File: config.mk
export PLATFORM = sky130hd
export DESIGN_NAME = bfd_div
export DESIGN_NICKNAME = d
export VERILOG_FILES = /design/src/bfd_pkg.sv /design/src/bfd_div.sv
export SDC_FILE = /design/constraint.sdc
export NUM_CORES = 1
export LEC_CHECK = 0
export BUFFER_PORTS_ARGS = -buffer_cell sky130_fd_sc_hd__buf_2
export CAP_MARGIN = 5
export CORE_MARGIN = 5
export CORE_UTILIZATION = 35
export DETAILED_ROUTE_END_ITERATION = 16
export GPL_ROUTABILITY_DRIVEN = 1
export PLACE_DENSITY = 0.64
export RECOVER_POWER = 100
export SYNTH_ARGS = -nofsm -noshare
export SYNTH_HDL_FRONTEND = slang
export SYNTH_SLANG_ARGS = --single-unit
File: constraint.sdc
create_clock -name clk_i -period 8.2 [get_ports clk_i]
set_input_delay 0.41 -clock clk_i [delete_from_list [all_inputs] [get_ports clk_i]]
set_output_delay 0.41 -clock clk_i [all_outputs]
set_load 0.1 [all_outputs]
File: src/bfd_pkg.sv
// Shared types and constants for the box-filter downscaler.
// No dependencies; imported by the control, divider and top-level modules.
package bfd_pkg;

  localparam int unsigned NUM_CH         = 4;
  localparam int unsigned PIX_W          = 8;
  localparam int unsigned PIX_MAX        = 255;

  localparam int unsigned CFG_IDX_W      = 3;
  localparam int unsigned CFG_DATA_W     = 15;

  localparam int unsigned SRC_DIM_W      = 15;
  localparam int unsigned SRC_DIM_MAX    = 16384;
  localparam int unsigned SRC_POS_W      = 14;
  localparam int unsigned OUT_DIM_W      = 11;
  localparam int unsigned OUT_HEIGHT_MAX = 1024;
  localparam int unsigned OUT_ROW_W      = 11;
  localparam int unsigned SCALE_REG_W    = 5;

  typedef enum logic [CFG_IDX_W-1:0] {
    CFG_SRC_WIDTH  = 3'd0,
    CFG_SRC_HEIGHT = 3'd1,
    CFG_OUT_WIDTH  = 3'd2,
    CFG_OUT_HEIGHT = 3'd3,
    CFG_SCALE      = 3'd4
  } cfg_idx_e;

  // Position markers carried along with a block result.
  typedef struct packed {
    logic row_end;
    logic image_end;
  } bfd_tag_t;

  // What the raster counters say about one accepted pixel.
  typedef struct packed {
    logic     active;
    logic     first;
    logic     last;
    bfd_tag_t tag;
  } bfd_item_t;

endpackage

File: src/bfd_div.sv
// Four-lane restoring divider: block sums over scale squared, one bit per cycle.
// Depends on bfd_pkg; saturates each quotient to the pixel range.
module bfd_div import bfd_pkg::*; #(
  parameter int unsigned SUM_W = 16,
  parameter int unsigned DIV_W = 10
) (
  input  logic                              clk_i,
  input  logic                              rst_ni,
  input  logic                              start_i,
  input  logic [NUM_CH-1:0][SUM_W-1:0]      sum_i,
  input  logic [DIV_W-1:0]                  divisor_i,
  input  bfd_tag_t                          tag_i,
  output logic                              ready_o,
  output logic                              res_valid_o,
  input  logic                              res_take_i,
  output logic [NUM_CH-1:0][PIX_W-1:0]      avg_o,
  output bfd_tag_t                          tag_o
);

  localparam int unsigned CNT_W = $clog2(SUM_W);

  typedef enum logic [1:0] {
    DIV_IDLE,
    DIV_RUN,
    DIV_HOLD
  } div_state_e;

  div_state_e                     state_q;
  logic [CNT_W-1:0]               cnt_q;
  logic [DIV_W-1:0]               divisor_q;
  logic [NUM_CH-1:0][DIV_W-1:0]   rem_q, rem_d;
  logic [NUM_CH-1:0][SUM_W-1:0]   quo_q, quo_d;
  bfd_tag_t                       tag_q;
  logic [DIV_W:0]                 trial [NUM_CH];

  // One restoring step per lane: shift in the next dividend bit, subtract if it fits.
  always_comb begin
    for (int c = 0; c < NUM_CH; c++) begin
      trial[c] = {rem_q[c], quo_q[c][SUM_W-1]};
      quo_d[c] = {quo_q[c][SUM_W-2:0], 1'b0};
      if (trial[c] >= {1'b0, divisor_q}) begin
        rem_d[c]    = DIV_W'(trial[c] - {1'b0, divisor_q});
        quo_d[c][0] = 1'b1;
      end else begin
        rem_d[c] = trial[c][DIV_W-1:0];
      end
    end
  end

  always_ff @(posedge clk_i or negedge rst_ni) begin
    if (!rst_ni) begin
      state_q <= DIV_IDLE;
    end else begin
      unique case (state_q)
        DIV_IDLE: begin
          if (start_i) begin
            state_q   <= DIV_RUN;
            cnt_q     <= CNT_W'(SUM_W - 1);
            divisor_q <= divisor_i;
            rem_q     <= '0;
            quo_q     <= sum_i;
            tag_q     <= tag_i;
          end
        end
        DIV_RUN: begin
          rem_q <= rem_d;
          quo_q <= quo_d;
          cnt_q <= cnt_q - CNT_W'(1);
          if (cnt_q == '0) begin
            state_q <= DIV_HOLD;
          end
        end
        DIV_HOLD: begin
          if (res_take_i) begin
            state_q <= DIV_IDLE;
          end
        end
        default: state_q <= DIV_IDLE;
      endcase
    end
  end

  assign ready_o     = (state_q == DIV_IDLE);
  assign res_valid_o = (state_q == DIV_HOLD);
  assign tag_o       = tag_q;

  always_comb begin
    for (int c = 0; c < NUM_CH; c++) begin
      if (quo_q[c] > SUM_W'(PIX_MAX)) begin
        avg_o[c] = PIX_W'(PIX_MAX);
      end else begin
        avg_o[c] = quo_q[c][PIX_W-1:0];
      end
    end
  end

endmodule

==> results of run 1 <==
## metrics by stage
step           hold WS, ns  power [mW]  utilization [%]  instances
5_1_grt             0.1499       4.331            41.44       1156
4_1_cts             0.1533       4.076            42.27       1156
3_3_place_gp        0.2153       3.303            39.54       1123
3_5_place_dp        0.2128       3.343            39.54       1123
6_report            0.1757       3.997            41.44       1156
2_1_floorplan       0.1144       2.956                -        753
## sequential cells by signal, indices dropped and copies added, names as in the netlist
name and count:
divisor_q 10, rem_q 40, quo_q 4, cnt_q 4, state_q 2, tag_o 2, quo_d 60
## synth_stat cells (all sizes together) (2+ instances only)
cell	number
dfrtp	2
or2	36
clkbuf	11
ha	41
nand2b	15
a21oi	28
or3	3
o21ai	12
a211o	3
o221ai	2
o31a	4
nand3	17
xnor2	22
nand2	221
a211oi	14
nor3	6
nor3b	3
edfxtp	120
o22ai	3
and4b	3
buf	13
inv	28
mux2i	24
nor2	56
xor2	2
a32oi	3
o21a	4
nor4	9
o211ai	7
nand4	2
o22a	2
nor2b	8
and3	2
fa	4
mux2	2
nor4bb	2
a21o	11
## worst paths after layout
| path | start | endpoint |
|---|---|---|
| worst max register to register | state_q[0]$_DFFE_PN0P_ | rem_q[36]$_SDFFCE_PN0P_ |
| max in group asynchronous | rst_ni | state_q[0]$_DFFE_PN0P_ |
| worst min-delay path | divisor_i[5] | divisor_q[5]$_DFFE_PP_ |
| worst min register to register | quo_d[17]$_DFFE_PP_ | quo_d[18]$_DFFE_PP_ |
| min in group asynchronous | rst_ni | state_q[1]$_DFFE_PN0P_ |
| worst max-delay path | state_q[0]$_DFFE_PN0P_ | rem_q[36]$_SDFFCE_PN0P_ |
## cells in the final DEF, fill, tap and decap left out, drive strengths merged, types with 5 or more instances in the layout
| cell type | n |
|---|---|
| nand3 | 17 |
| nor4 | 9 |
| nand2b | 15 |
| buf | 76 |
| inv | 29 |
| nor2b | 8 |
| nor2 | 56 |
| edfxtp | 120 |
| nand2 | 221 |
| nor3 | 6 |
| xnor2 | 22 |
| a211oi | 14 |
| or2 | 36 |
| a21o | 11 |
| mux2i | 24 |
| clkbuf | 63 |
| clkinv | 5 |
| o21ai | 12 |
| ha | 41 |
| a21oi | 28 |
| o211ai | 7 |
## report_power, final
group	internal, mW	total [mW]	switching (mW)
clock network	0.445	0.714	0.269
registers	1.20	1.37	0.168
logic	0.762	1.92	1.15
total	2.41	4.00	1.59
## area by class of cell
cell class	instances	area (sq um)
fill	2081	12270
clock buffer	20	436.7
timing repair buffer	120	554.3
inverter	28	105.1
clock inverter	12	125.1
tap	275	344.1
sequential	122	3654
multi-input combinational	579	3466
## routing by layer
layer / share of wire [%] / track usage [%] / vias up
li1: - / - / 2871
met4: 0.54 / 3.585 / 0
met5: 0 / 0 / -
met3: 6.2 / 3.505 / 11
met1: 47 / 19.99 / 2731
met2: 46 / 22.56 / 172
## worst max-delay path: stages (launching register included)
cell	delay (ns)
dfrtp_1	0.48
nor2b_1	1.18
clkbuf_1	1.88
nand2_1	0.30
o22ai_1	0.28
## timing repair
item | 4_1_cts | 5_1_grt
endpoints found under the setup margin | 0 | 0
endpoints found under the hold margin | 2 | 0
hold buffers | 1 | 0
## cells by family after synthesis
| kind of cell | count (synthesis) | share of synthesized area, % |
|---|---|---|
| mux | 26 | 3.545 |
| fa+ha+maj | 45 | 8.001 |
| simple gates | 385 | 23.11 |
| xor+xnor | 24 | 2.836 |
| compound gates | 99 | 10.21 |
| flops | 122 | 49.29 |
| buf+inv | 52 | 3.005 |
==> qor.yml, run 1 <==
clock_skew_ns: 0.01239
cts_sinks: 122
nets: 993
worstMarginPinSlew_ns: 3.868
syn-num-nets: 878
drive_gt1_share_pct: 16.12
grt_max_degree: 77
io_buffer_count: 115
ctsResizeCount: 0
rsz0062_at_grt: "no"
grt_pass1_wl_mm: 28.23
gr-total-overflow: 0
post-place-ws_ns: 5.494
synthTopCellsByArea: "edfxtp_1 49%, nand2_1 11%, ha_1 6.9%, mux2i_1 3.2%, nor2_1 2.8%"
htree_levels: 4
drv_cap: 4
wirelength_mm: 17.25
setup_viol: 0
placed_area_sq_mm: 0.008285
period_needed_ns: 4.311
slew_headroom_pct: -157.9
hold_depth: 1
synth_top_area_share_pct: 48.62
syn_area_sq_mm: 0.007412
power_leakage_nw: 3.682
antenna_found_initial: 0
insertedDiodeCount: 0
clkTransAtPathRegs_ns: 0.06
clockBufferDepth: 2
required_ns: 8.43
fmax_ghz: 0.2320
async_flop_share_pct: 1.639
failed_checks: "max-capacitance violations, max-slew violations"
cts_tree: "done"
yosys_warnings: 0
grt_pass1_vias: 5659
routed_via_density: 5.004
place.gp.congestion: 0.8036
pin_count: 116
first_iter_violations: 335
start_util_pct: 35.37
tns_ns: 0
drv_slew: 180
final.setup.worst_slack_ns: 3.889
reg2reg_slack_ns: 3.89
start_kind: "register"
final_area_sq_mm: 0.008685
area_growth_pct: 17.17
reg2reg_depth: 4
synth_cell_types: 55
hold_path.class: "in2reg"
end_kind: "register"
numCtsBuffers: 17
crit_fanout: 56
fp.dieW_um: 155.5
ys_seq_elements: 122
die_area_sq_mm: 0.02419
cellPowerDensity_mw_per_mm2: 460.2
dieHeight_um: 155.5
crit_arrival_ns: 4.54
finalHoldViolCount: 0
drc: 0
post-cts-setup-buffer-count: 0
coreArea_sq_mm: 0.02096
postRouteAntennaNets: 0
wl_per_cell_um: 14.92
final.period_utilization_pct: 52.57
via_count: 5785
grtUsageTotal_pct: 14.33
outcome: "complete, but fails checks"
synth_cells: 753
synth_edf_count: 120
ys_seq_area_share_pct: 49.29
drt_pass1_iterations: 4
synth_top_cell_by_area: "edfxtp_1"
worstSkewPairLatency_ns: 0.41
cts-root-buf: "clkbuf_16"
worstSetupPathType: "reg2reg"
ys_dominant_reg_cell: "edfxtp_1"
dpl.hpwl_mm: 12.09
max-vdd-ir-drop_mv: 0.2853
row_count: 53
syn_area_per_cell_sq_um: 9.843
No activity file was read; power rests on OpenSTA's default activity.
==> inputs of run 2 (changes only) <==
==> constraint.sdc (replaced) <==
create_clock -name clk_i -period 3.5 [get_ports clk_i]
set_input_delay 0.175 -clock clk_i [delete_from_list [all_inputs] [get_ports clk_i]]
set_output_delay 0.175 -clock clk_i [all_outputs]
set_load 0.1 [all_outputs]
==> run 2 against run 1 <==
The run still ends with max-capacitance violations, max-slew violations left. Critical path depth is 4 higher. Utilization is 0.91 points higher. Clock power is 140% higher. Final cell count is 1.3% higher. Critical path type unchanged.
==> qor.yml, run 2 (same netlist as run 1, synthesis figures left out) <==
outcome: "complete, but fails checks"
failed_checks: "max-capacitance violations, max-slew violations"
row_count: 53
final.setup.worst_slack_ns: 0.6336
drc: 0
routed_via_density: 4.922
fp.dieW_um: 155.5
drt_pass1_iterations: 5
grt_max_degree: 74
drv_slew: 123
gr-total-overflow: 0
numCtsBuffers: 17
period_needed_ns: 2.866
post-cts-setup-buffer-count: 0
max-vdd-ir-drop_mv: 0.5557
io_buffer_count: 115
final.period_utilization_pct: 81.90
worstSetupPathType: "reg2reg"
cts_sinks: 122
cts_tree: "done"
postRouteAntennaNets: 0
drive_gt1_share_pct: 17.30
grt_pass1_wl_mm: 28.55
place.gp.congestion: 0.8135
cts-root-buf: "clkbuf_16"
power_leakage_nw: 3.774
crit_fanout: 13
slew_headroom_pct: -33.83
hold_path.class: "in2reg"
insertedDiodeCount: 0
cellPowerDensity_mw_per_mm2: 1061
coreArea_sq_mm: 0.02096
fillerInstances: 2108
first_iter_violations: 390
end_kind: "register"
required_ns: 3.62
power_mw: 9.419
worstSkewPairLatency_ns: 0.42
wirelength_mm: 17.30
wl_per_cell_um: 14.77
nets: 1009
drv_cap: 3
clockBufferDepth: 2
largest_reg_flops: 60
post-place-ws_ns: 0.8460
layout_common_cells: "221 x nand2_1, 120 x edfxtp_1, 75 x buf_2, 56 x nor2_1, 45 x clkbuf_1"
setup_viol: 0
rsz0062_at_grt: "no"
via_count: 5764
start_kind: "register"
grt_pass1_vias: 5864
dieHeight_um: 155.5
grtUsageTotal_pct: 14.68
finalHoldViolCount: 0
start_util_pct: 35.37
worstMarginPinSlew_ns: 1.979
clkTransAtPathRegs_ns: 0.06
crit_arrival_ns: 2.99
antenna_found_initial: 1
fmax_ghz: 0.3489
final_common_cell: "nand2_1"
clock_skew_ns: 0.008589
htree_levels: 4
die_area_sq_mm: 0.02419
pin_count: 116
tns_ns: 0
dpl.hpwl_mm: 12.27
area_growth_pct: 19.73
[run 2: cell count changes in the layout (fill, tap and decap cells not counted), moves of 2 or more]
cell,delta
a21oi_2,+2
dlygate4sd3_1,+13
clkinv_2,+2
clkinvlp_4,-2
o21ai_0,-2
o21ai_2,+2
a21oi_1,-3
buf_4,+2
[run 2: per-layer routing]
layer  global-route usage, %  vias to the layer above  wire, um
met3                   4.979                       26      1096
li1                        -                     2905         -
met2                   23.26                      142      7858
met5                       0                        -         7
met4                   4.544                        2       316
met1                   19.08                     2689      8015
[run 2: critical path: stages (launching register included)]
cell and delay (ns):
edfxtp_1 0.49, inv_1 0.25, ha_1 0.29, nand2b_1 0.10
a21oi_1 0.09, o31ai_1 0.64, a21oi_2 0.35, mux2i_1 0.29
nor2_1 0.06
[run 2: worst paths after layout]
check                      slack [ns]  depth (start not counted)                   start                 endpoint
max                              0.63                          8  divisor_q[1]$_DFFE_PP_  rem_q[23]$_SDFFCE_PN0P_
min                              0.02                          3               sum_i[36]      quo_d[37]$_DFFE_PP_
max reg2reg                      0.63                          8  divisor_q[1]$_DFFE_PP_  rem_q[23]$_SDFFCE_PN0P_
min reg2reg                      0.53                          2     quo_d[23]$_DFFE_PP_      quo_d[24]$_DFFE_PP_
max in group asynchronous        3.20                          2                  rst_ni   state_q[0]$_DFFE_PN0P_
min in group asynchronous        0.13                          2                  rst_ni   state_q[1]$_DFFE_PN0P_
[run 2: what timing repair did]
item	CTS	global route
gates resized for setup	0	0
hold endpoints to repair	15	0
hold buffers	14	0
[run 2: cell type report]
class / instances / area, sq um / area share [%]
clock buffer: 19 / 432.9 / 4.878
clock inverter: 12 / 125.1 / 1.410
inverter: 28 / 105.1 / 1.184
multi-input combinational: 579 / 3510 / 39.55
sequential: 122 / 3654 / 41.17
tap: 275 / 344.1 / 3.877
timing repair buffer: 136 / 704.4 / 7.937
[run 2: power by group]
group | switching [mW] | internal (mW) | total (mW)
combinational | 2.73 | 1.81 | 4.54
sequential | 0.391 | 2.80 | 3.19
clock | 0.650 | 1.04 | 1.69
total | 3.77 | 5.65 | 9.42
[run 2: through the flow]
step / util, % / std cells / hold slack (ns) / instance area (sq um)
after detailed placement: 39.72 / 1126 / -0.01788 / 8323
after global routing: 42.35 / 1171 / 0.006596 / 8875
final: 42.35 / 1171 / 0.01713 / 8875
after global placement: 39.72 / 1126 / -0.01819 / 8323
after CTS: 43.05 / 1171 / 0.0002857 / 9021
after floorplan: - / 753 / -0.1206 / 7426
==> inputs of run 3 (changes only) <==
--- a/config.mk
+++ b/config.mk
@@ -5,13 +5,14 @@
 export SDC_FILE = /design/constraint.sdc
 export NUM_CORES = 1
 export LEC_CHECK = 0
+export ABC_AREA = 1
 export BUFFER_PORTS_ARGS = -buffer_cell sky130_fd_sc_hd__buf_2
 export CAP_MARGIN = 5
 export CORE_MARGIN = 5
 export CORE_UTILIZATION = 35
 export DETAILED_ROUTE_END_ITERATION = 16
 export GPL_ROUTABILITY_DRIVEN = 1
-export PLACE_DENSITY = 0.64
+export PLACE_DENSITY = 0.63
 export RECOVER_POWER = 100
 export SYNTH_ARGS = -nofsm -noshare
 export SYNTH_HDL_FRONTEND = slang
==> constraint.sdc (replaced) <==
create_clock -name clk_i -period 2.55 [get_ports clk_i]
set_input_delay 0.1275 -clock clk_i [delete_from_list [all_inputs] [get_ports clk_i]]
set_output_delay 0.1275 -clock clk_i [all_outputs]
set_load 0.1 [all_outputs]
==> run 3 against run 2 <==
The run now ends clean. Worst setup slack worse by 0.42 ns. Design area grew 13%. Global-route usage up 0.77 points. Die area rose by 6.6%. Utilization is 2.2 points higher. Combinational power rose by 31%. Critical path depth down 3.
==> qor.yml, run 3 <==
wl_per_cell_um: 13.37
start_kind: "register"
syn_area_sq_mm: 0.007938
hold_depth: 3
drt_pass1_iterations: 5
finalNonFillerCells: 1472
worstSetupPathType: "reg2out"
setup_viol: 0
place_inst: 1371
row_count: 55
synth_cells: 985
hold_ws_ns: 0.006944
drc: 0
worstSkewPairLatency_ns: 0.42
synthTopCellsByCount: "324 x nand2_1, 161 x inv_1, 120 x edfxtp_1"
cellPowerDensity_mw_per_mm2: 1213
synth_edf_count: 120
hold_path.class: "in2reg"
grt_pass1_vias: 6826
crit_top_cell: "nand2_1"
worstMarginPinSlew_ns: 1.300
synth_most_common_cell: "nand2_1"
clockBufferDepth: 2
via_count: 6870
rsz0062_at_grt: "no"
crit_path_cell_trace: "nor4_1, nand2_1, nor2_1, nand2_1, clkbuf_2"
syn_area_per_cell_sq_um: 8.058
start_util_pct: 35.27
wirelength_mm: 19.68
path_depth: 5
grt_max_degree: 139
end_kind: "output port"
cts_tree: "done"
finalHoldViolCount: 0
final.setup.worst_slack_ns: 0.2157
final_common_cell: "nand2_1"
clock_skew_ns: 0.01088
largest_reg_flops: 60
coreArea_sq_mm: 0.02250
die_area_sq_mm: 0.02579
nets: 1299
pin_count: 116
slew_headroom_pct: 13.34
ys_dominant_reg_cell: "edfxtp_1"
gr-total-overflow: 0
postRouteAntennaNets: 0
numCtsBuffers: 17
synth_cell_types: 35
syn-num-nets: 1110
layout_common_cells: "331 x nand2_1, 161 x inv_1, 120 x edfxtp_1, 107 x nor2_1, 81 x buf_2"
ys_seq_area_share_pct: 46.03
area_growth_pct: 26.43
synth_top_cell_by_area: "edfxtp_1"
critical_path.top_delay_family: "simple AND/OR/NAND/NOR gates"
fmax_ghz: 0.4284
clkTransAtPathRegs_ns: 0.06
dieHeight_um: 160.6
io_buffer_count: 115
dpl.hpwl_mm: 13.71
placed_area_sq_mm: 0.008870
drive_gt1_share_pct: 15.08
reg2reg_depth: 10
yosys_warnings: 0
outcome: "finished, final reports clean"
drv_cap: 0
final_util_pct: 44.60
crit_buf_inv: 1
place.gp.congestion: 0.8554
grtUsageTotal_pct: 15.45
routed_via_density: 4.667
async_flop_share_pct: 1.639
first_iter_violations: 339
grt_pass1_wl_mm: 32.62
htree_levels: 4
power_leakage_nw: 4.802
crit_fanout: 8
ys_seq_elements: 122
post-place-ws_ns: 0.2979
insertedDiodeCount: 0
final.period_utilization_pct: 91.54
antenna_found_initial: 0
final_area_sq_mm: 0.01004
crit_arrival_ns: 2.21
cts_sinks: 122
synth_top_area_share_pct: 45.40
synthTopCellsByArea: "edfxtp_1 45%, nand2_1 15%, inv_1 7.6%, ha_1 6.5%, nor2_1 5.0%"
cts-root-buf: "clkbuf_16"
cpMaxStageDelayCell: "nor2_1"
period_needed_ns: 2.334
required_ns: 2.42
fp.dieW_um: 160.6
max-vdd-ir-drop_mv: 0.6025
cpPeakStageDelay_ns: 0.52
drv_slew: 0
post-cts-setup-buffer-count: 0
## run 3: cell types whose count changed in the layout (fill, tap and decap cells not counted), moves of 12 or more
cell and delta:
inv_1 +133, nand2_1 +110, dlygate4sd3_1 +55, nor2_1 +51, o21ai_0 +45, clkbuf_1 -33, or2_2 -33, clkbuf_2 +25
mux2i_1 -24, nand3b_1 +21, xnor2_1 -18, nand2b_1 -14, o21bai_2 +12
## run 3: path summary, 6_finish.rpt
path	from	to	slack, ns
setup / recovery	quo_d[59]$_DFFE_PP_	avg_o[30]	0.22
hold reg to reg	quo_d[60]$_DFFE_PP_	quo_d[61]$_DFFE_PP_	0.56
min in group asynchronous	rst_ni	state_q[0]$_DFFE_PN0P_	0.06
max in group asynchronous	rst_ni	state_q[1]$_DFFE_PN0P_	2.32
hold / removal	sum_i[36]	quo_d[37]$_DFFE_PP_	0.007
setup reg to reg	divisor_q[1]$_DFFE_PP_	quo_d[33]$_DFFE_PP_	0.23
## run 3: logic make-up (layout without fill, tap and decap cells)
group	Yosys count	in the layout	synth area share [%]
and+or+nand+nor	518	518	27.70
xor gates and xnor gates	12	12	1.324
DFF	122	122	46.03
adders and majority gates	45	45	7.472
buffers and inverters	186	388	9.442
AOI/OAI and AO/OA	102	102	8.039
## run 3: final cells by class
cell class / instances / area [sq um]
clock buffer: 18 / 429.2
clock inverter: 14 / 133.9
fill: 2178 / 12470
inverter: 164 / 616.8
multi-input combinational: 677 / 3503
sequential: 122 / 3654
tap: 285 / 356.6
timing repair buffer: 192 / 1343
## run 3: what timing repair did
item | in CTS | in global routing
hold endpoints to repair | 70 | 0
hold buffers | 69 | 0
resized for setup | 0 | 0
## run 3: power by group
group	internal (mW)	total [mW]	switching, mW	leakage (nW)
Combinational	2.14	5.93	3.79	3.35
Sequential	3.53	3.92	0.393	1.18
Clock	1.36	2.33	0.969	0.273
## run 3: through the flow
| step | setup TNS (ns) | total power [mW] |
|---|---|---|
| 6_report | 0 | 12.18 |
| 5_1_grt | 0 | 13.33 |
| 4_1_cts | 0 | 12.35 |
| 3_5_place_dp | 0 | 9.894 |
| 3_3_place_gp | 0 | 9.820 |
| 2_1_floorplan | -93.78 | 8.667 |
## run 3: layer usage
metal  routed length [um]  GRT usage [%]
met5                    0              0
met4                  474          4.967
met3                 1292          4.388
met2                 8652          24.52
met1                 9255          20.46
## run 3: tightest hold or removal path, delay by kind of cell
kind | cells | cell delay (ns)
compound gates | 1 | 0.07
simple gates | 1 | 0.04
buf+inv | 1 | 0.08
