$ cat src/bfd_pkg.sv
// Shared types and constants for the box-filter downscaler.
// No dependencies; imported by the control, divider and top-level modules.
package bfd_pkg;

  localparam int unsigned NUM_CH         = 4;
  localparam int unsigned PIX_W          = 8;
  localparam int unsigned PIX_MAX        = 255;

  localparam int unsigned CFG_IDX_W      = 3;
  localparam int unsigned CFG_DATA_W     = 15;

  localparam int unsigned SRC_DIM_W      = 15;
  localparam int unsigned SRC_DIM_MAX    = 16384;
  localparam int unsigned SRC_POS_W      = 14;
  localparam int unsigned OUT_DIM_W      = 11;
  localparam int unsigned OUT_HEIGHT_MAX = 1024;
  localparam int unsigned OUT_ROW_W      = 11;
  localparam int unsigned SCALE_REG_W    = 5;

  typedef enum logic [CFG_IDX_W-1:0] {
    CFG_SRC_WIDTH  = 3'd0,
    CFG_SRC_HEIGHT = 3'd1,
    CFG_OUT_WIDTH  = 3'd2,
    CFG_OUT_HEIGHT = 3'd3,
    CFG_SCALE      = 3'd4
  } cfg_idx_e;

  // Position markers carried along with a block result.
  typedef struct packed {
    logic row_end;
    logic image_end;
  } bfd_tag_t;

  // What the raster counters say about one accepted pixel.
  typedef struct packed {
    logic     active;
    logic     first;
    logic     last;
    bfd_tag_t tag;
  } bfd_item_t;

endpackage

$ cat src/bfd_ctrl.sv
// Configuration registers and raster counters of the downscaler.
// Depends on bfd_pkg; classifies each accepted pixel and steps the counters.
module bfd_ctrl import bfd_pkg::*; #(
  parameter int unsigned MAX_OUT_WIDTH = 1024,
  parameter int unsigned MAX_SCALE     = 16,
  localparam int unsigned ADDR_W = (MAX_OUT_WIDTH > 1) ? $clog2(MAX_OUT_WIDTH) : 1,
  localparam int unsigned SCV_W  = $clog2(MAX_SCALE + 1),
  localparam int unsigned DIV_W  = 2 * SCV_W
) (
  input  logic                  clk_i,
  input  logic                  rst_ni,
  input  logic                  cfg_we_i,
  input  logic [CFG_IDX_W-1:0]  cfg_idx_i,
  input  logic [CFG_DATA_W-1:0] cfg_data_i,
  input  logic                  step_i,
  output bfd_item_t             item_o,
  output logic [ADDR_W-1:0]     addr_o,
  output logic [DIV_W-1:0]      divisor_o
);

  localparam int unsigned OW_W  = $clog2(MAX_OUT_WIDTH + 1);
  localparam int unsigned SUB_W = (MAX_SCALE > 1) ? $clog2(MAX_SCALE) : 1;

  logic [SRC_DIM_W-1:0]   src_width_q, src_height_q;
  logic [OUT_DIM_W-1:0]   out_width_q, out_height_q;
  logic [SCALE_REG_W-1:0] scale_q;

  logic [SRC_POS_W-1:0] src_col_q, src_col_d, src_row_q, src_row_d;
  logic [SUB_W-1:0]     sub_col_q, sub_col_d, sub_row_q, sub_row_d;
  logic [OW_W-1:0]      out_col_q, out_col_d;
  logic [OUT_ROW_W-1:0] out_row_q, out_row_d;

  logic [SRC_DIM_W-1:0] sw, sh;
  logic [OW_W-1:0]      ow;
  logic [OUT_ROW_W-1:0] oh;
  logic [SCV_W-1:0]     sc;
  logic                 col_last, row_last;

  // Effective register values: zero acts as one, large values clip.
  always_comb begin
    if (src_width_q == '0) begin
      sw = SRC_DIM_W'(1);
    end else if (32'(src_width_q) > SRC_DIM_MAX) begin
      sw = SRC_DIM_W'(SRC_DIM_MAX);
    end else begin
      sw = src_width_q;
    end
    if (src_height_q == '0) begin
      sh = SRC_DIM_W'(1);
    end else if (32'(src_height_q) > SRC_DIM_MAX) begin
      sh = SRC_DIM_W'(SRC_DIM_MAX);
    end else begin
      sh = src_height_q;
    end
    if (out_width_q == '0) begin
      ow = OW_W'(1);
    end else if (32'(out_width_q) > MAX_OUT_WIDTH) begin
      ow = OW_W'(MAX_OUT_WIDTH);
    end else begin
      ow = OW_W'(out_width_q);
    end
    if (out_height_q == '0) begin
      oh = OUT_ROW_W'(1);
    end else if (32'(out_height_q) > OUT_HEIGHT_MAX) begin
      oh = OUT_ROW_W'(OUT_HEIGHT_MAX);
    end else begin
      oh = OUT_ROW_W'(out_height_q);
    end
    if (scale_q == '0) begin
      sc = SCV_W'(1);
    end else if (32'(scale_q) > MAX_SCALE) begin
      sc = SCV_W'(MAX_SCALE);
    end else begin
      sc = SCV_W'(scale_q);
    end
  end

  assign divisor_o = DIV_W'(sc) * DIV_W'(sc);
  assign addr_o    = out_col_q[ADDR_W-1:0];

  always_comb begin
    item_o.active        = (out_row_q < oh) && (out_col_q < ow);
    item_o.first         = (sub_row_q == '0) && (sub_col_q == '0);
    item_o.last          = (SCV_W'(sub_row_q) == sc - SCV_W'(1)) &&
                           (SCV_W'(sub_col_q) == sc - SCV_W'(1));
    item_o.tag.row_end   = (out_col_q == ow - OW_W'(1));
    item_o.tag.image_end = item_o.tag.row_end && (out_row_q == oh - OUT_ROW_W'(1));
  end

  assign col_last = ({1'b0, src_col_q} >= sw - SRC_DIM_W'(1));
  assign row_last = ({1'b0, src_row_q} >= sh - SRC_DIM_W'(1));

  // Advance the raster position; wrap at row and image end.
  always_comb begin
    src_col_d = src_col_q;
    src_row_d = src_row_q;
    sub_col_d = sub_col_q;
    sub_row_d = sub_row_q;
    out_col_d = out_col_q;
    out_row_d = out_row_q;
    if (col_last) begin
      src_col_d = '0;
      sub_col_d = '0;
      out_col_d = '0;
      if (row_last) begin
        src_row_d = '0;
        sub_row_d = '0;
        out_row_d = '0;
      end else begin
        src_row_d = src_row_q + SRC_POS_W'(1);
        if (out_row_q < oh) begin
          if (SCV_W'(sub_row_q) >= sc - SCV_W'(1)) begin
            sub_row_d = '0;
            out_row_d = out_row_q + OUT_ROW_W'(1);
          end else begin
            sub_row_d = sub_row_q + SUB_W'(1);
          end
        end
      end
    end else begin
      src_col_d = src_col_q + SRC_POS_W'(1);
      if (out_col_q < ow) begin
        if (SCV_W'(sub_col_q) >= sc - SCV_W'(1)) begin
          sub_col_d = '0;
          out_col_d = out_col_q + OW_W'(1);
        end else begin
          sub_col_d = sub_col_q + SUB_W'(1);
        end
      end
    end
  end

  always_ff @(posedge clk_i or negedge rst_ni) begin
    if (!rst_ni) begin
      src_width_q  <= SRC_DIM_W'(1);
      src_height_q <= SRC_DIM_W'(1);
      out_width_q  <= OUT_DIM_W'(1);
      out_height_q <= OUT_DIM_W'(1);
      scale_q      <= SCALE_REG_W'(1);
    end else if (cfg_we_i) begin
      unique case (cfg_idx_i)
        CFG_SRC_WIDTH:  src_width_q  <= cfg_data_i[SRC_DIM_W-1:0];
        CFG_SRC_HEIGHT: src_height_q <= cfg_data_i[SRC_DIM_W-1:0];
        CFG_OUT_WIDTH:  out_width_q  <= cfg_data_i[OUT_DIM_W-1:0];
        CFG_OUT_HEIGHT: out_height_q <= cfg_data_i[OUT_DIM_W-1:0];
        CFG_SCALE:      scale_q      <= cfg_data_i[SCALE_REG_W-1:0];
        default: ;
      endcase
    end
  end

  always_ff @(posedge clk_i or negedge rst_ni) begin
    if (!rst_ni) begin
      src_col_q <= '0;
      src_row_q <= '0;
      sub_col_q <= '0;
      sub_row_q <= '0;
      out_col_q <= '0;
      out_row_q <= '0;
    end else if (step_i) begin
      src_col_q <= src_col_d;
      src_row_q <= src_row_d;
      sub_col_q <= sub_col_d;
      sub_row_q <= sub_row_d;
      out_col_q <= out_col_d;
      out_row_q <= out_row_d;
    end
  end

endmodule

$ cat config.mk
export PLATFORM = sky130hd
export DESIGN_NAME = bfd_ctrl
export DESIGN_NICKNAME = d
export VERILOG_FILES = /design/src/bfd_pkg.sv /design/src/bfd_ctrl.sv
export SDC_FILE = /design/constraint.sdc
export NUM_CORES = 1
export LEC_CHECK = 0
export BUFFER_PORTS_ARGS = -buffer_cell sky130_fd_sc_hd__buf_2
export CELL_PAD_IN_SITES_DETAIL_PLACEMENT = 0
export CELL_PAD_IN_SITES_GLOBAL_PLACEMENT = 1
export CORE_ASPECT_RATIO = 0.5
export CORE_MARGIN = 1.5
export CORE_UTILIZATION = 40
export DETAILED_ROUTE_END_ITERATION = 12
export PLACE_DENSITY = 0.66
export SYNTH_ARGS = -nofsm -noshare
export SYNTH_HDL_FRONTEND = slang
export SYNTH_SLANG_ARGS = --single-unit
export TNS_END_PERCENT = 5
$ cat constraint.sdc
create_clock -name clk_i -period 8.5 [get_ports clk_i]
set_input_delay 1.275 -clock clk_i [delete_from_list [all_inputs] [get_ports clk_i]]
set_output_delay 1.275 -clock clk_i [all_outputs]
set_load 0.005 [all_outputs]
==> results of run 1 <==
Yosys cell counts (all sizes together), types with 26 or more instances:
| library cell | n | area (um^2) |
|---|---|---|
| a21oi | 44 | 224 |
| ha | 84 | 1050 |
| nor3 | 33 | 165 |
| inv | 48 | 180 |
| clkbuf | 32 | 120 |
| o21ai | 61 | 309 |
| nand2 | 80 | 300 |
| nor2 | 69 | 259 |
| dfrtp | 110 | 2750 |
| nand3 | 43 | 215 |
| mux2 | 56 | 631 |
| xnor2 | 26 | 228 |
worst max-delay path: stages (launching register included):
cell	delay, ps
dfrtp_1	480
nor3_1	650
a31oi_1	160
or2_2	330
ha_1	280
xor2_1	200
a211oi_1	230
o21ai_0	110
or4_1	540
a211oi_2	370
and4_1	280
buf_2	130
sequential cells by signal, summed over array words and instances (netlist names):
register,cells
sub_row_q,4
sub_col_q,4
out_height_q,11
src_col_q,14
out_width_q,11
src_width_q,15
src_height_q,15
src_row_q,14
out_row_q,11
out_col_q,11
scale_q,5
cell type report:
| type | instances | area [um^2] | area share [%] |
|---|---|---|---|
| tap | 300 | 375 | 3.83 |
| clock inverter | 14 | 200 | 2.05 |
| timing repair buffer | 49 | 258 | 2.63 |
| sequential | 115 | 2880 | 29.5 |
| multi-input combinational | 768 | 5450 | 55.7 |
| inverter | 49 | 184 | 1.88 |
| clock buffer | 18 | 439 | 4.49 |
cell families (layout without fill, tap and decap cells):
family,Yosys count,in the layout,synth area share [%]
AOI/OAI and AO/OA,237,237,18.1
xor gates and xnor gates,38,38,3.80
adders and majority gates,87,87,12.7
buffers and inverters,102,130,4.99
DFF,115,115,33.0
muxes,59,59,7.55
other,1,4,0.0428
and+or+nand+nor,343,343,19.9
per-layer routing:
layer	track usage (%)	vias to the layer above	wire length [um]
met2	32.9	154	10300
met3	4.43	17	1060
met5	0	-	0
li1	-	3647	-
met4	4.59	0	200
met1	32.6	3633	12300
path summary, 6_finish.rpt:
| check | from | endpoint | slack [ps] | depth (start not counted) |
|---|---|---|---|---|
| max | out_width_q[4]$_DFFE_PN0P_ | item_o[0] | 3060 | 11 |
| min | src_height_q[4]$_DFFE_PN0P_ | src_height_q[4]$_DFFE_PN0P_ | 530 | 1 |
| max reg2reg | src_height_q[2]$_DFFE_PN0P_ | src_row_q[6]$_DFFE_PN0P_ | 3200 | 15 |
| min reg2reg | src_height_q[4]$_DFFE_PN0P_ | src_height_q[4]$_DFFE_PN0P_ | 530 | 1 |
| max in group asynchronous | rst_ni | src_height_q[3]$_DFFE_PN0P_ | 6290 | 2 |
| min in group asynchronous | rst_ni | src_row_q[8]$_DFFE_PN0P_ | 920 | 1 |
stage by stage:
stage | total power [mW] | setup WS, ps | area, um^2 | instances
final | 2.64 | 3060 | 9790 | 1313
after global routing | 2.85 | 2790 | 9790 | 1313
after CTS | 2.65 | 3110 | 9790 | 1313
after detailed placement | 1.85 | 3270 | 9150 | 1281
after global placement | 1.84 | 3420 | 9150 | 1281
after floorplan | 1.57 | 4000 | 8760 | 985
power groups by stage:
stage               Sequential [mW]  Clock [mW]  Combinational, mW
finish                        0.862       0.784              0.995
global route                  0.886       0.827               1.13
CTS                           0.858       0.800              0.996
detailed placement            0.867           0              0.988
global placement              0.866           0              0.970
floorplan                     0.771           0              0.798
layout by cell type, fill, tap and decap left out, types with 12 or more instances in the layout:
master / Yosys / final
nor4_1: 17 / 17
nor3_1: 33 / 33
or3_1: 12 / 12
xor2_1: 12 / 12
nor2_1: 69 / 69
a31oi_1: 13 / 13
nand2_1: 80 / 80
and3_1: 17 / 17
nor2b_1: 13 / 13
clkbuf_16: 0 / 17
a21oi_1: 43 / 43
inv_1: 48 / 48
a22o_1: 14 / 14
o21ai_0: 60 / 60
nand3_1: 43 / 43
nand2b_1: 14 / 14
mux2_2: 56 / 56
dfrtp_1: 110 / 110
buf_2: 4 / 44
ha_1: 84 / 84
xnor2_1: 26 / 26
==> results.py, run 1 <==
metrics = {
    "clock_tree": {
        "clock_sinks": 115,
        "cts_inserted_buffers": 17,
        "clock-root-buffer": "clkbuf_16",
        "cts-resized-gates": 0,
        "htree_num_levels": 4,
        "hold_buffers": 0,
        "ctsLongestPathBuffers": 2,
        "cts_tree": "done",
        "postCtsSetupBuffers": 0,
        "insertion_delay_ps": 420,
        "clk_pin_slew_worst_paths_ps": 60,
    },
    "placement": {
        "routability_driven_placement_congestion_ratio": 0.876,
        "port_buffers": 45,
        "hpwlAfterDp_mm": 17.6,
    },
    "sta": {
        "hold_viol": 0,
        "finalHoldWorstSlack_ps": 529,
        "max_slew.worst_pin.slew_ps": 1150,
        "fin_worst_skew_ps": 9.90,
        "final-setup-viol-count": 0,
        "maxSlewHeadroom_pct": 22.7,
        "timing.final.crit_share_pct": 64.0,
        "fin_crit_ps": 5440,
        "report.final.slew_viol_count": 0,
        "sum_of_negative_setup_slack_ps": 0,
        "grt_setup_unrepaired": "false",
        "max_freq_ghz": 0.184,
    },
    "power_and_ir_drop": {
        "cell_internal_pwr_mw": 1.60,
        "leakagePower_nw": 4.29,
        "seqPwrFrac_pct": 32.6,
        "p_clk_share_pct": 29.7,
        "cell_area_power_density_nw_per_um2": 270,
        "power.switching_fraction_pct": 39.3,
        "power_switching_mw": 1.04,
        "worst_ir_drop_vdd_mv": 0.143,
        "combPwrFrac_pct": 37.7,
    },
    "logic_synthesis": {
        "synth_top_flop_cell": "dfrtp_1",
        "synth.yosys.warnings": 0,
        "synth-seq-area-share_pct": 33.0,
        "mappedNetlistArea_um2": 8750,
        "postSynthRegisterBits": 115,
        "netlist-cell-type-count": 72,
        "fraction_of_registers_with_async_set_reset_pct": 100,
        "synthesized_netlist_cell_count": 982,
        "synth_edf_count": 0,
        "syn_area_per_cell_um2": 8.91,
    },
    "cells_and_area": {
        "postLayoutCoreUtil_pct": 45.3,
        "diode_count": 0,
        "design.final.nets": 1109,
        "area.growth.synth_to_final_pct": 11.8,
        "final.fill_count": 2160,
        "layout-drive-gt1-share_pct": 15.9,
    },
    "detailed_routing": {
        "route.vias.total": 7451,
        "drt-wirelength-per-cell_um": 18.1,
        "first_pass_iteration_count_of_the_detailed_router": 5,
        "drt_drc_violations_left": 0,
        "detail_route.iter0.violations": 356,
        "postRouteAntennaNets": 0,
        "drt_wl_total_mm": 23.8,
        "avgViaCountPerCell": 5.67,
    },
    "setup_path": {
        "arrival_time_worst_endpoint_ps": 4160,
        "critPathMaxFanout": 9,
        "cp_data_required_time_ps": 7220,
        "setup.worst_path.start_class": "flop",
        "endpoint_type_of_the_worst_setup_path": "primary output",
        "timing.setup.critical_path_class": "flop to primary output",
    },
    "global_route": {
        "grt_overflow": 0,
        "global_route_wire_length_before_repair_mm": 38.8,
        "pin_count_of_the_biggest_net_entering_global_routing": 62,
        "first_global_vias": 7108,
        "grt.total_usage_pct": 22.0,
        "antenna_violations_before_repair": 0,
    },
    "floorplan": {
        "initial_core_utilization_pct": 40.5,
        "coreArea_um2": 21600,
        "die_w_um": 212,
        "fp.dieArea_um2": 22800,
        "io_pins": 47,
        "std_cell_rows": 38,
        "die_height_um": 108,
    },
    "min_path": {
        "hold_path_class": "flop to flop",
    },
    "status": {
        "outcome": "finished clean",
    },
    "run": {
        "max_cap_violations": 0,
    },
}
No activity file was read; power rests on OpenSTA's default activity.
==> inputs of run 2 (changes only) <==
Settings changed: ABC_AREA set to 1, PLACE_DENSITY 0.66 to 0.72.
Clock period 8.5 ns to 4.7 ns, I/O delays scaled along.
==> results.py, run 2 <==
metrics = {
    "status": {
        "outcome": "finished clean",
    },
    "global_route": {
        "global_route_wire_length_before_repair_mm": 40.0,
        "global_route.usage.met1_pct": 29.3,
        "pin_count_of_the_biggest_net_entering_global_routing": 116,
        "grt.total_usage_pct": 20.6,
        "busiest_layer": "met2",
        "grt_overflow": 0,
        "grtUsageMet2_pct": 32.3,
        "first_global_vias": 7932,
        "antenna_violations_before_repair": 0,
        "met3_usage_pct": 3.92,
    },
    "logic_synthesis": {
        "synth_edf_count": 0,
        "synthesized_netlist_cell_count": 1340,
        "postSynthRegisterBits": 115,
        "synth_top_flop_cell": "dfrtp_1",
        "synth.yosys.warnings": 0,
        "fraction_of_registers_with_async_set_reset_pct": 100,
        "synth_most_common_cell": "nand2_1",
        "yosys.area.top_type_share_pct": 29.6,
        "yosys.area.top_type": "dfrtp_1",
        "synth-seq-area-share_pct": 31.0,
        "ys_top_cells_by_area": "dfrtp_1 (30%), nand2_1 (15%), ha_1 (11%), inv_1 (6.5%), nand3_1 (6.1%)",
        "synth_common_cells": "nand2_1 (379), inv_1 (162), nor2_1 (114), nand3_1 (113), dfrtp_1 (110)",
        "mappedNetlistArea_um2": 9310,
        "syn_area_per_cell_um2": 6.95,
        "netlist-cell-type-count": 43,
    },
    "cells_and_area": {
        "top_regs": "src_height_q (15), src_width_q (15)",
        "area.growth.synth_to_final_pct": 11.9,
        "post_layout_nonfiller_instances": 1693,
        "seq_area_um2": 2880,
        "layout_commonest_cell": "nand2_1",
        "design.final.nets": 1482,
        "final.fill_count": 2373,
        "finish.instance_area_um2": 10400,
        "layout_common_cells": "nand2_1 (375), inv_1 (154), nand3_1 (113), nor2_1 (112), dfrtp_1 (110)",
        "layout-drive-gt1-share_pct": 9.96,
        "diode_count": 0,
        "multi_input_comb_area_um2": 5590,
    },
    "floorplan": {
        "io_pins": 47,
        "fp.dieArea_um2": 24300,
        "std_cell_rows": 39,
        "die_w_um": 219,
        "coreArea_um2": 22800,
        "die_height_um": 111,
        "initial_core_utilization_pct": 40.8,
    },
    "detailed_routing": {
        "postRouteAntennaNets": 0,
        "first_pass_iteration_count_of_the_detailed_router": 5,
        "avgViaCountPerCell": 4.94,
        "drt_wl_total_mm": 23.3,
        "detail_route.iter0.violations": 511,
        "drt-wirelength-per-cell_um": 13.8,
        "route.vias.total": 8369,
        "drt_drc_violations_left": 0,
    },
    "placement": {
        "dpl_cell_area_um2": 9730,
        "placed_cells": 1654,
        "hpwlAfterDp_mm": 17.3,
        "dp_slack_ps": 259,
        "port_buffers": 45,
        "routability_driven_placement_congestion_ratio": 0.843,
    },
    "clock_tree": {
        "clk_pin_slew_worst_paths_ps": 60,
        "htree_num_levels": 4,
        "cts_inserted_buffers": 17,
        "ctsLongestPathBuffers": 2,
        "insertion_delay_ps": 430,
        "clock_sinks": 115,
        "cts_tree": "done",
        "clock-root-buffer": "clkbuf_16",
    },
    "power_and_ir_drop": {
        "worst_ir_drop_vdd_mv": 0.273,
        "leakagePower_nw": 5.49,
        "cell_area_power_density_nw_per_um2": 469,
    },
    "sta": {
        "grt_setup_unrepaired": "true",
        "maxSlewHeadroom_pct": 37.1,
        "hold_viol": 0,
        "finalHoldWorstSlack_ps": 312,
        "sum_of_negative_setup_slack_ps": 0,
        "report.final.slew_viol_count": 0,
        "final-setup-viol-count": 0,
        "max_freq_ghz": 0.215,
        "max_slew.worst_pin.slew_ps": 936,
        "fin_worst_skew_ps": 13.8,
        "fin_crit_ps": 4660,
        "timing.final.crit_share_pct": 99.1,
        "setup_slack_ps": 44.5,
    },
    "setup_path": {
        "cp_top_family": "adder cells",
        "timing.setup.critical_path_class": "flop to primary output",
        "crit_chain": "inv_2 -> a21oi_4 -> inv_2 -> nand2_2 -> inv_2 -> nand2_2 -> inv_2 -> fa_1 -> inv_2 -> fa_1 -> inv_1 -> ha_2 -> ha_4 -> a21oi_2 -> inv_1 -> a31oi_2 -> nor2_1 -> nor2_1 -> nor2_1 -> nor2_1 -> xor2_1 -> buf_2",
        "arrival_time_worst_endpoint_ps": 3950,
        "worst_path_largest_cell_delay_ps": 550,
        "critical-path-top-cell-by-count": "inv_2",
        "cp_data_required_time_ps": 3990,
        "setup.worst_path.start_class": "flop",
        "cp_num_buf_inv": 8,
        "critPathMaxFanout": 3,
        "endpoint_type_of_the_worst_setup_path": "primary output",
        "critical_path.slowest_cell": "fa_1",
    },
    "run": {
        "max_cap_violations": 0,
    },
    "min_path": {
        "hold_path_class": "input pin to asynchronous set/reset pin",
    },
}
[run 2: cell count changes in the layout (fill, tap and decap cells not counted), sizes merged, moves of 33 or more]
cell   previous run  this run
nand3            43       114
inv              53       164
nor2             69       116
mux2             56         0
xor2             12        45
nand2            80       386
o21ai            61       118
[run 2: metrics by stage]
stage | power, mW | utilization [%]
floorplan | 3.05 | -
global placement | 3.51 | 42.6
detailed placement | 3.57 | 42.6
CTS | 4.91 | 45.3
global route | 5.36 | 45.6
finish | 4.88 | 45.6
[run 2: final cells by class]
type | instances | area share (%)
sequential | 115 | 27.7
clock buffer | 22 | 4.55
multi-input combinational | 1013 | 53.6
clock inverter | 10 | 1.03
tap | 307 | 3.69
inverter | 165 | 5.94
timing repair buffer | 61 | 3.46
[run 2: final timing paths]
path	start	endpoint	slack (ps)	cells after the start
setup reg to reg	src_width_q[0]$_DFFE_PN1P_	out_col_q[6]$_DFFE_PN0P_	570	24
hold reg to reg	src_width_q[0]$_DFFE_PN1P_	src_width_q[0]$_DFFE_PN1P_	510	2
hold / removal	rst_ni	src_col_q[10]$_DFFE_PN0P_	310	2
setup / recovery	scale_q[0]$_DFFE_PN1P_	divisor_o[8]	40	22
max in group asynchronous	rst_ni	src_row_q[12]$_DFFE_PN0P_	3800	2
min in group clk_i	src_width_q[0]$_DFFE_PN1P_	src_width_q[0]$_DFFE_PN1P_	510	2
[run 2: cells by family after synthesis]
group,Yosys count,synth area share (%)
and+or+nand+nor,672,30.5
buffers and inverters,215,9.66
AOI/OAI and AO/OA,186,10.7
DFF,115,31.0
adders and majority gates,87,11.9
xor gates and xnor gates,64,6.17
other,1,0.0403
[run 2: report_power, final]
part	internal, mW	switching [mW]
Sequential	1.20	0.280
Clock	0.816	0.477
Combinational	0.802	1.31
Total	2.81	2.07
[run 2: repair_timing]
item,4_1_cts,5_1_grt
resized for setup,5,15
hold buffers,0,0
pin swaps,0,10
setup endpoints to repair,1,3
buffers inserted,1,6
[run 2: layer usage]
metal,vias to the layer above,share of wire (%)
li1,4394,-
met1,3875,52
met2,86,45
met3,14,2.3
met4,0,0.82
met5,-,0
[run 2: worst register-to-register path: stages (launching register included)]
cell and delay, ps:
dfstp_2 530, or2_0 110, nor2_1 50, nand2_1 80, nand2_2 200, o21ai_0 250, ha_1 260, nand2_1 100
nor2_2 170, nand3_1 130, nor2_1 180, xor2_1 200, ha_1 270, nand2_1 90, nor2_1 50, a211oi_1 160
nand2_1 70, nand2_1 60, nand3_1 60, nand2_1 60, nand2_1 140, nand2_2 190, nand2_1 330, nand3_1 210
nand2_1 80
==> inputs of run 3 (changes only) <==
Settings changed: REMOVE_ABC_BUFFERS set to 1, SETUP_SLACK_MARGIN set to 0.05.
==> results.py, run 3 (same netlist as run 2, synthesis figures left out) <==
metrics = {
    "sta": {
        "max_slew.worst_pin.slew_ps": 945,
        "max_freq_ghz": 0.216,
        "maxSlewHeadroom_pct": 36.8,
        "grt_setup_unrepaired": "true",
        "final-setup-viol-count": 0,
        "report.final.slew_viol_count": 0,
        "fin_worst_skew_ps": 9.75,
        "finalHoldWorstSlack_ps": 372,
        "sum_of_negative_setup_slack_ps": 0,
        "fin_crit_ps": 4640,
        "setup_slack_ps": 64.5,
        "hold_viol": 0,
        "timing.final.crit_share_pct": 98.6,
    },
    "clock_tree": {
        "htree_num_levels": 4,
        "clock-root-buffer": "clkbuf_16",
        "cts_tree": "done",
        "ctsLongestPathBuffers": 2,
        "insertion_delay_ps": 430,
        "cts_inserted_buffers": 17,
        "clock_sinks": 115,
        "clk_pin_slew_worst_paths_ps": 60,
    },
    "cells_and_area": {
        "postLayoutCoreUtil_pct": 45.9,
        "layout_commonest_cell": "nand2_1",
        "design.final.nets": 1487,
        "area.growth.synth_to_final_pct": 12.7,
        "layout_common_cells": "nand2_1 (375), inv_1 (155), nand3_1 (113), nor2_1 (112), dfrtp_1 (110)",
        "finish.instance_area_um2": 10500,
        "top_regs": "src_height_q (15), src_width_q (15)",
        "diode_count": 0,
        "final.fill_count": 2383,
        "post_layout_nonfiller_instances": 1697,
        "layout-drive-gt1-share_pct": 10.3,
    },
    "floorplan": {
        "die_height_um": 111,
        "coreArea_um2": 22800,
        "die_w_um": 219,
        "io_pins": 47,
        "fp.dieArea_um2": 24300,
        "std_cell_rows": 39,
        "initial_core_utilization_pct": 40.8,
    },
    "detailed_routing": {
        "detail_route.iter0.violations": 545,
        "drt-wirelength-per-cell_um": 13.6,
        "avgViaCountPerCell": 4.91,
        "drt_wl_total_mm": 23.1,
        "drt_drc_violations_left": 0,
        "route.vias.total": 8337,
        "postRouteAntennaNets": 0,
        "first_pass_iteration_count_of_the_detailed_router": 5,
    },
    "placement": {
        "placed_cells": 1656,
        "port_buffers": 45,
        "dpl_cell_area_um2": 9740,
        "hpwlAfterDp_mm": 17.3,
        "dp_slack_ps": 246,
        "routability_driven_placement_congestion_ratio": 0.839,
    },
    "setup_path": {
        "worstRegToRegCells": 24,
        "reg2reg_to": "out_col_q[10]$_DFFE_PN0P_",
        "arrival_time_worst_endpoint_ps": 3930,
        "crit-reg2reg-launch": "src_width_q[0]$_DFFE_PN1P_",
        "setup.worst_path.start": "scale_q[0]$_DFFE_PN1P_",
        "timing.setup.critical_path_class": "flop to primary output",
        "setup.worst_path.start_class": "flop",
        "ff2ff_setup_slack_ps": 560,
        "critPathMaxFanout": 3,
        "cp_data_required_time_ps": 3990,
        "endpoint_type_of_the_worst_setup_path": "primary output",
    },
    "power_and_ir_drop": {
        "leakagePower_nw": 5.53,
        "power_switching_mw": 2.10,
        "p_clk_share_pct": 27.9,
        "total_power_of_the_final_layout_mw": 5.01,
        "cell_internal_pwr_mw": 2.91,
        "combPwrFrac_pct": 42.6,
        "worst_ir_drop_vdd_mv": 0.200,
        "power.switching_fraction_pct": 42.0,
        "cell_area_power_density_nw_per_um2": 477,
        "seqPwrFrac_pct": 29.6,
    },
    "global_route": {
        "grt.total_usage_pct": 20.6,
        "global_route_wire_length_before_repair_mm": 40.1,
        "first_global_vias": 8223,
        "pin_count_of_the_biggest_net_entering_global_routing": 63,
        "antenna_violations_before_repair": 0,
        "grt_overflow": 0,
    },
    "min_path": {
        "hold_path_class": "input pin to asynchronous set/reset pin",
    },
    "status": {
        "outcome": "finished clean",
    },
    "run": {
        "max_cap_violations": 0,
    },
}
-- run 3: cell types whose count changed in the layout (fill, tap and decap cells not counted), moves of 2 or more --
cell,before,now
clkbuf_8,3,1
clkbuf_1,2,0
bufinv_16,2,4
buf_4,16,22
clkinv_4,0,2
clkinv_2,5,3
-- run 3: final cells by class --
cell class | instances | area, um^2 | area share, %
flip-flops and latches | 115 | 2880 | 27.5
inverters | 165 | 619 | 5.90
repair buffers | 66 | 385 | 3.67
well taps | 307 | 384 | 3.66
clock buffers | 18 | 439 | 4.19
multi-input cells | 1013 | 5590 | 53.3
clock inverters | 13 | 184 | 1.75
-- run 3: critical path, stage by stage, from the launching register on --
cell and delay [ps]:
dfstp_2 540, inv_2 50, a21oi_4 160, inv_2 60, nand2_2 90, inv_2 50, nand2_2 80, inv_2 40
fa_1 490, inv_2 40, fa_1 490, inv_1 40, ha_2 190, ha_4 250, a21oi_2 130, inv_1 50
a31oi_2 170, nor2_1 60, nor2_1 110, nor2_1 50, nor2_1 100, xor2_1 140, buf_2 120
-- run 3: repair_timing --
item | 4_1_cts | 5_1_grt
buffers inserted | 3 | 7
endpoints found under the setup margin | 3 | 3
hold buffers | 0 | 0
resized for setup | 11 | 9
pin swaps | 2 | 10
-- run 3: how the worst max path moves through the flow --
| stage | endpoint | slack (ps) | cells after the start |
|---|---|---|---|
| 2_1_floorplan | divisor_o[8] | 560 | 21 |
| 3_3_place_gp | divisor_o[8] | 300 | 22 |
| 3_5_place_dp | divisor_o[8] | 250 | 22 |
| 4_1_cts | divisor_o[8] | 60 | 22 |
| 5_1_grt | divisor_o[8] | -160 | 23 |
| 6_report | divisor_o[8] | 60 | 22 |
-- run 3: power groups by stage --
stage,registers (mW),clock network [mW],logic [mW]
final,1.48,1.39,2.13
after global routing,1.52,1.47,2.50
after CTS,1.48,1.43,2.11
after detailed placement,1.49,0,2.08
after global placement,1.49,0,2.03
after floorplan,1.40,0,1.57
-- run 3: metal layers --
layer  routed length, um  GRT usage, %  up-vias
li1                    -             -     4392
met1               12300          29.0     3849
met2                9970          32.5       75
met3                 593          3.65       21
met4                 262          5.75        0
met5                   0             0        -
